File: src/sv/gmps_pkg.sv
package gmps_pkg;

  localparam int unsigned COST_W = 8;
  localparam int unsigned SUM_W  = 24;
  localparam int unsigned LEN_W  = 9;

  typedef logic [SUM_W-1:0]  sum_t;
  typedef logic [COST_W-1:0] cost_t;
  typedef logic [LEN_W-1:0]  len_t;

  localparam sum_t SUM_MAX = {SUM_W{1'b1}};

  typedef struct packed {
    logic advance;
    logic restart;
  } cell_ctl_t;

  function automatic sum_t sat_add(input sum_t a, input cost_t b);
    logic [SUM_W:0] s;
    s = {1'b0, a} + {{(SUM_W + 1 - COST_W){1'b0}}, b};
    return s[SUM_W] ? SUM_MAX : s[SUM_W-1:0];
  endfunction

endpackage

File: src/sv/gmps_cell.sv
module gmps_cell #(
  parameter bit IS_HEAD = 1'b0
) (
  input  logic                clk,
  input  logic                rst_n,
  input  gmps_pkg::cell_ctl_t ctl,
  input  logic                token_in,
  input  gmps_pkg::sum_t      best,
  output logic                token_out,
  output gmps_pkg::sum_t      contrib
);

  logic           token_r;
  logic           token_nxt;
  logic           wr;
  gmps_pkg::sum_t val_r;

  // advance the column token; restart returns it to the head cell
  always_comb begin
    if (ctl.restart) begin
      token_nxt = IS_HEAD;
    end else if (ctl.advance) begin
      token_nxt = token_in;
    end else begin
      token_nxt = token_r;
    end
  end

  assign wr = ctl.advance & token_r;

  always_ff @(posedge clk) begin
    if (!rst_n) begin
      token_r <= IS_HEAD;
    end else begin
      token_r <= token_nxt;
    end
  end

  always_ff @(posedge clk) begin
    if (wr) begin
      val_r <= best;
    end
  end

  // offer this column's value when the token lands here next, with bypass
  assign contrib   = token_nxt ? (wr ? best : val_r) : '0;
  assign token_out = token_r;

endmodule
File: config.mk
export PLATFORM = sky130hd
export DESIGN_NAME = gmps_cell
export DESIGN_NICKNAME = d
export VERILOG_FILES = /design/src/sv/gmps_pkg.sv /design/src/sv/gmps_cell.sv
export SDC_FILE = /design/constraint.sdc
export NUM_CORES = 1
export LEC_CHECK = 0
export ABC_CLOCK_PERIOD_IN_PS = 1300
export BUFFER_PORTS_ARGS = -buffer_cell sky130_fd_sc_hd__buf_2
export CORE_MARGIN = 2
export CORE_UTILIZATION = 46
export DETAILED_ROUTE_END_ITERATION = 8
export HOLD_SLACK_MARGIN = 0.06
export PLACE_DENSITY = 0.76
export SETUP_SLACK_MARGIN = 0.3
export SLEW_MARGIN = 15
export SYNTH_ARGS = -nofsm -noshare
export SYNTH_HDL_FRONTEND = slang
export SYNTH_SLANG_ARGS = --single-unit
File: constraint.sdc
create_clock -name clk -period 1.3 [get_ports clk]
set_input_delay 0.39 -clock clk [delete_from_list [all_inputs] [get_ports clk]]
set_output_delay 0.39 -clock clk [all_outputs]
set_load 0.05 [all_outputs]
; ---- Word-level counts from Yosys, hierarchy flattened
; Cells that the tools add are included.
[word_totals]
input_bits = 29
word_cells = 7
output_inout_bits = 25
regBits = 25
[op_classes]
bitwise_logic = 1
mux = 4
[ops]
columns = operator, count
row1 = 24-bit 2-to-1 mux, 2
row2 = 1-bit 2-to-1 mux, 2
row3 = 1-bit AND, 1

; ---- Depth between registers and ports, before layout
[logic_depth]
depth_word = 3
ltp_mapped = 4
mapped_depth_nobuf = 2

; ---- Least setup slack after synthesis
; OpenSTA, ideal clock, no wires.
[synth_path]
kind = reg2out
start = register token_r (netlist: token_out)
end = output contrib[23]
path_stages_with_launch = 5
required_time_ps = 910
path_buffers = 2
t_arrival_ps = 2005
path_slack_ps = -1095
cell_sequence = dfxtp_1 buf_4 buf_4 nand3b_1 a31oi_1
[synth_between]
elab_chain_cells = 3
elab_cells_between_ends = 5
cone_classes = mux: 4 / bitwise: 1
[synth_rtl]
columns = item, line_no
row1 = "start, declared", gmps_cell.sv:13  ; logic token_r;
row2 = "start signal, assigned", gmps_cell.sv:35  ; token_r <= token_nxt;
row3 = 1-bit AND or 1-bit 2-to-1 mux (tied branches), "gmps_cell.sv:29, gmps_cell.sv:22"
row4 = 24-bit 2-to-1 mux or 1-bit 2-to-1 mux (tied branches), n/a
row5 = 24-bit 2-to-1 mux (*), gmps_cell.sv:46  ; assign contrib = token_nxt ? (wr ? best : val_r) : '0;
row6 = "end, declared", gmps_cell.sv:10  ; output gmps_pkg::sum_t contrib
; Every way passes the cells marked *; elsewhere a longest branch is shown, timed or not.

; ---- Worst setup path after layout
[layout_path]
start = register token_r (netlist: token_out)
end = output contrib[7]
; The elaborated chain is that of the path after synthesis.

==> out/results.tsv <==
metric	value	unit
status	finished, violations left	
violations	setup timing	
viasPerCell	6.26	
synth-seq-cells	25	
startpoint_type	flip-flop	
wire_per_inst	18.8	um
relSlewSlack	87.0	%
grt_overflow	0	
busiest_layer	met2	
antenna_found_initial	0	
synth_nets	203	
io_buffers	53	
core_area	0.00366	mm^2
min_path_type	input pin to flip-flop	
use_met2	48.9	%
wl	5130	um
track_usage	25.3	%
syn_area	0.00175	mm^2
p_seq_share	44.1	%
fin_setup_tns	-11.53	ns
ios	54	
place_congestion	0.645	
p_switching	885	uW
grt_max_degree	37	
synthCells	174	
clockBufferDepth	2	
path_class	flip-flop to primary output	
path_max_fanout	27	
area_growth	60.4	%
netSwitchingFraction	34.1	%
htreeDepth	1	
drv_cap	0	
final_cell_area	0.00280	mm^2
clk_latency	0.27	ns
ir_drop	0.808	mV
filler_cell_count	234	
period_minus_slack	1.82	ns
dp.cells	267	
route.detailed.drc	0	
dieWidth	65.6	um
multi_input_area	0.00143	mm^2
final_max_slew_viol_count	0	
nets	255	
path_clk_slew	0.09	ns
final-hold-violation-count	0	
post_dp_cell_area	0.00251	mm^2
combPwrFrac	37.8	%
num_rows	22	
finalClockSkew	0.00278	ns
register_area	504	um^2
post_cts_buffers	0	
ant_nets	0	
first_pass_iters	4	
num_antenna_cells	0	
final_cells	273	
fin_total_pwr	2590	uW
clock.fmax	551	MHz
clockPowerShare	18.2	%
rsz0062_at_grt	true	
worstMarginPinSlew	0.194	ns
met3_usage	4.11	%
drive_above_1_share	56.0	%
hold_ws	0.355	ns
cp-end-kind	primary output	
final.period_utilization	140	%
syn_avg_cell_area	10.0	um^2
drtIter0Drc	107	
synth_cell_types	16	
worstPathRequired	0.91	ns
cts_tree	yes	
vias	1709	
initial_core_util	47.7	%
cp_data_arrival_time	1.43	ns
p_int	1710	uW
dpl.hpwl	3310	um
cts-root-buf	clkbuf_8	
powerDensity	924	mW/mm^2
die_h	65.6	um
clock_sinks	25	
synth_warnings	0	
setup_violations	25	
yosysSeqAreaShare	28.6	%
grt_pass1_vias	1734	
grt_pass1_wl	8380	um
met1_usage	28.5	%
leakagePower	0.000996	uW
dieArea	0.00431	mm^2
cts_buffers	3	
worst_slack	-0.515	ns
state kept, by name, indices dropped and copies added (netlist names):
register and flops:
val_r 24, token_out 1
final timing paths:
check | start | to | slack, ns | depth (start not counted)
setup / recovery | token_out$_SDFF_PN0_ | contrib[7] | -0.52 | 4
hold / removal | best[23] | val_r[23]$_DFF_P_ | 0.36 | 2
setup reg to reg | token_out$_SDFF_PN0_ | val_r[3]$_DFF_P_ | 0.05 | 4
hold reg to reg | val_r[22]$_DFF_P_ | val_r[22]$_DFF_P_ | 0.52 | 1
area by class of cell:
cell class              instances  area share [%]
multi-input cells             123            50.8
clock buffers                   4            1.61
flip-flops and latches         25            18.0
repair buffers                 73            27.4
well taps                      48            2.14
cell usage after synthesis, drive strengths merged:
library cell,count,area share [%]
nor3b,1,0.43
nand4b,24,12
a31oi,24,8.6
mux2,24,20
mux2i,1,0.57
dfxtp,25,29
nand4,24,8.6
nand2,1,0.36
buf,21,9.2
clkbuf,5,1.6
nand3b,24,10
cell families after synthesis:
| group | share of synthesized area [%] |
|---|---|
| AOI/OAI and AO/OA | 8.59 |
| buffers and inverters | 10.7 |
| DFF | 28.6 |
| muxes | 20.3 |
| and+or+nand+nor | 31.7 |
power groups by stage:
stage	Sequential [uW]	Clock, uW	Combinational, uW
6_report	1140	471	979
5_1_grt	1160	514	1030
4_1_cts	1130	485	975
3_5_place_dp	1140	0	878
3_3_place_gp	1110	0	843
2_1_floorplan	1100	0	706
stage by stage:
stage                     worst slack [ns]  util, %
after CTS                           -0.519     76.6
final                               -0.515     76.6
after floorplan                     -0.346        -
after global placement              -0.455     68.6
after global routing                -0.570     76.6
after detailed placement            -0.512     68.6
critical path: stages, from the launching register on:
cell      delay [ns]
dfxtp_4         0.38
buf_12          0.16
nand4b_1        0.25
a31oi_4         0.18
buf_6           0.17
placed cells by master, fill, tap and decap left out, types with 4 or more instances in the layout:
master	count
a31oi_4	24
buf_6	29
mux2_2	4
mux2_4	20
nand4_1	24
nand3b_1	24
buf_12	10
buf_2	27
nand4b_1	24
dfxtp_1	24
repair_timing:
action	4_1_cts	5_1_grt
gates resized for setup	60	2
endpoints found under the setup margin	49	50
cloned	2	0
pin swaps	1	1
hold buffers	0	0
per-layer routing:
layer | up-vias | routed length, um
met2 | 55 | 2780
li1 | 806 | -
met1 | 842 | 2090
met3 | 6 | 213
met4 | 0 | 55
met5 | - | 0
No activity file was read; power rests on OpenSTA's default activity.
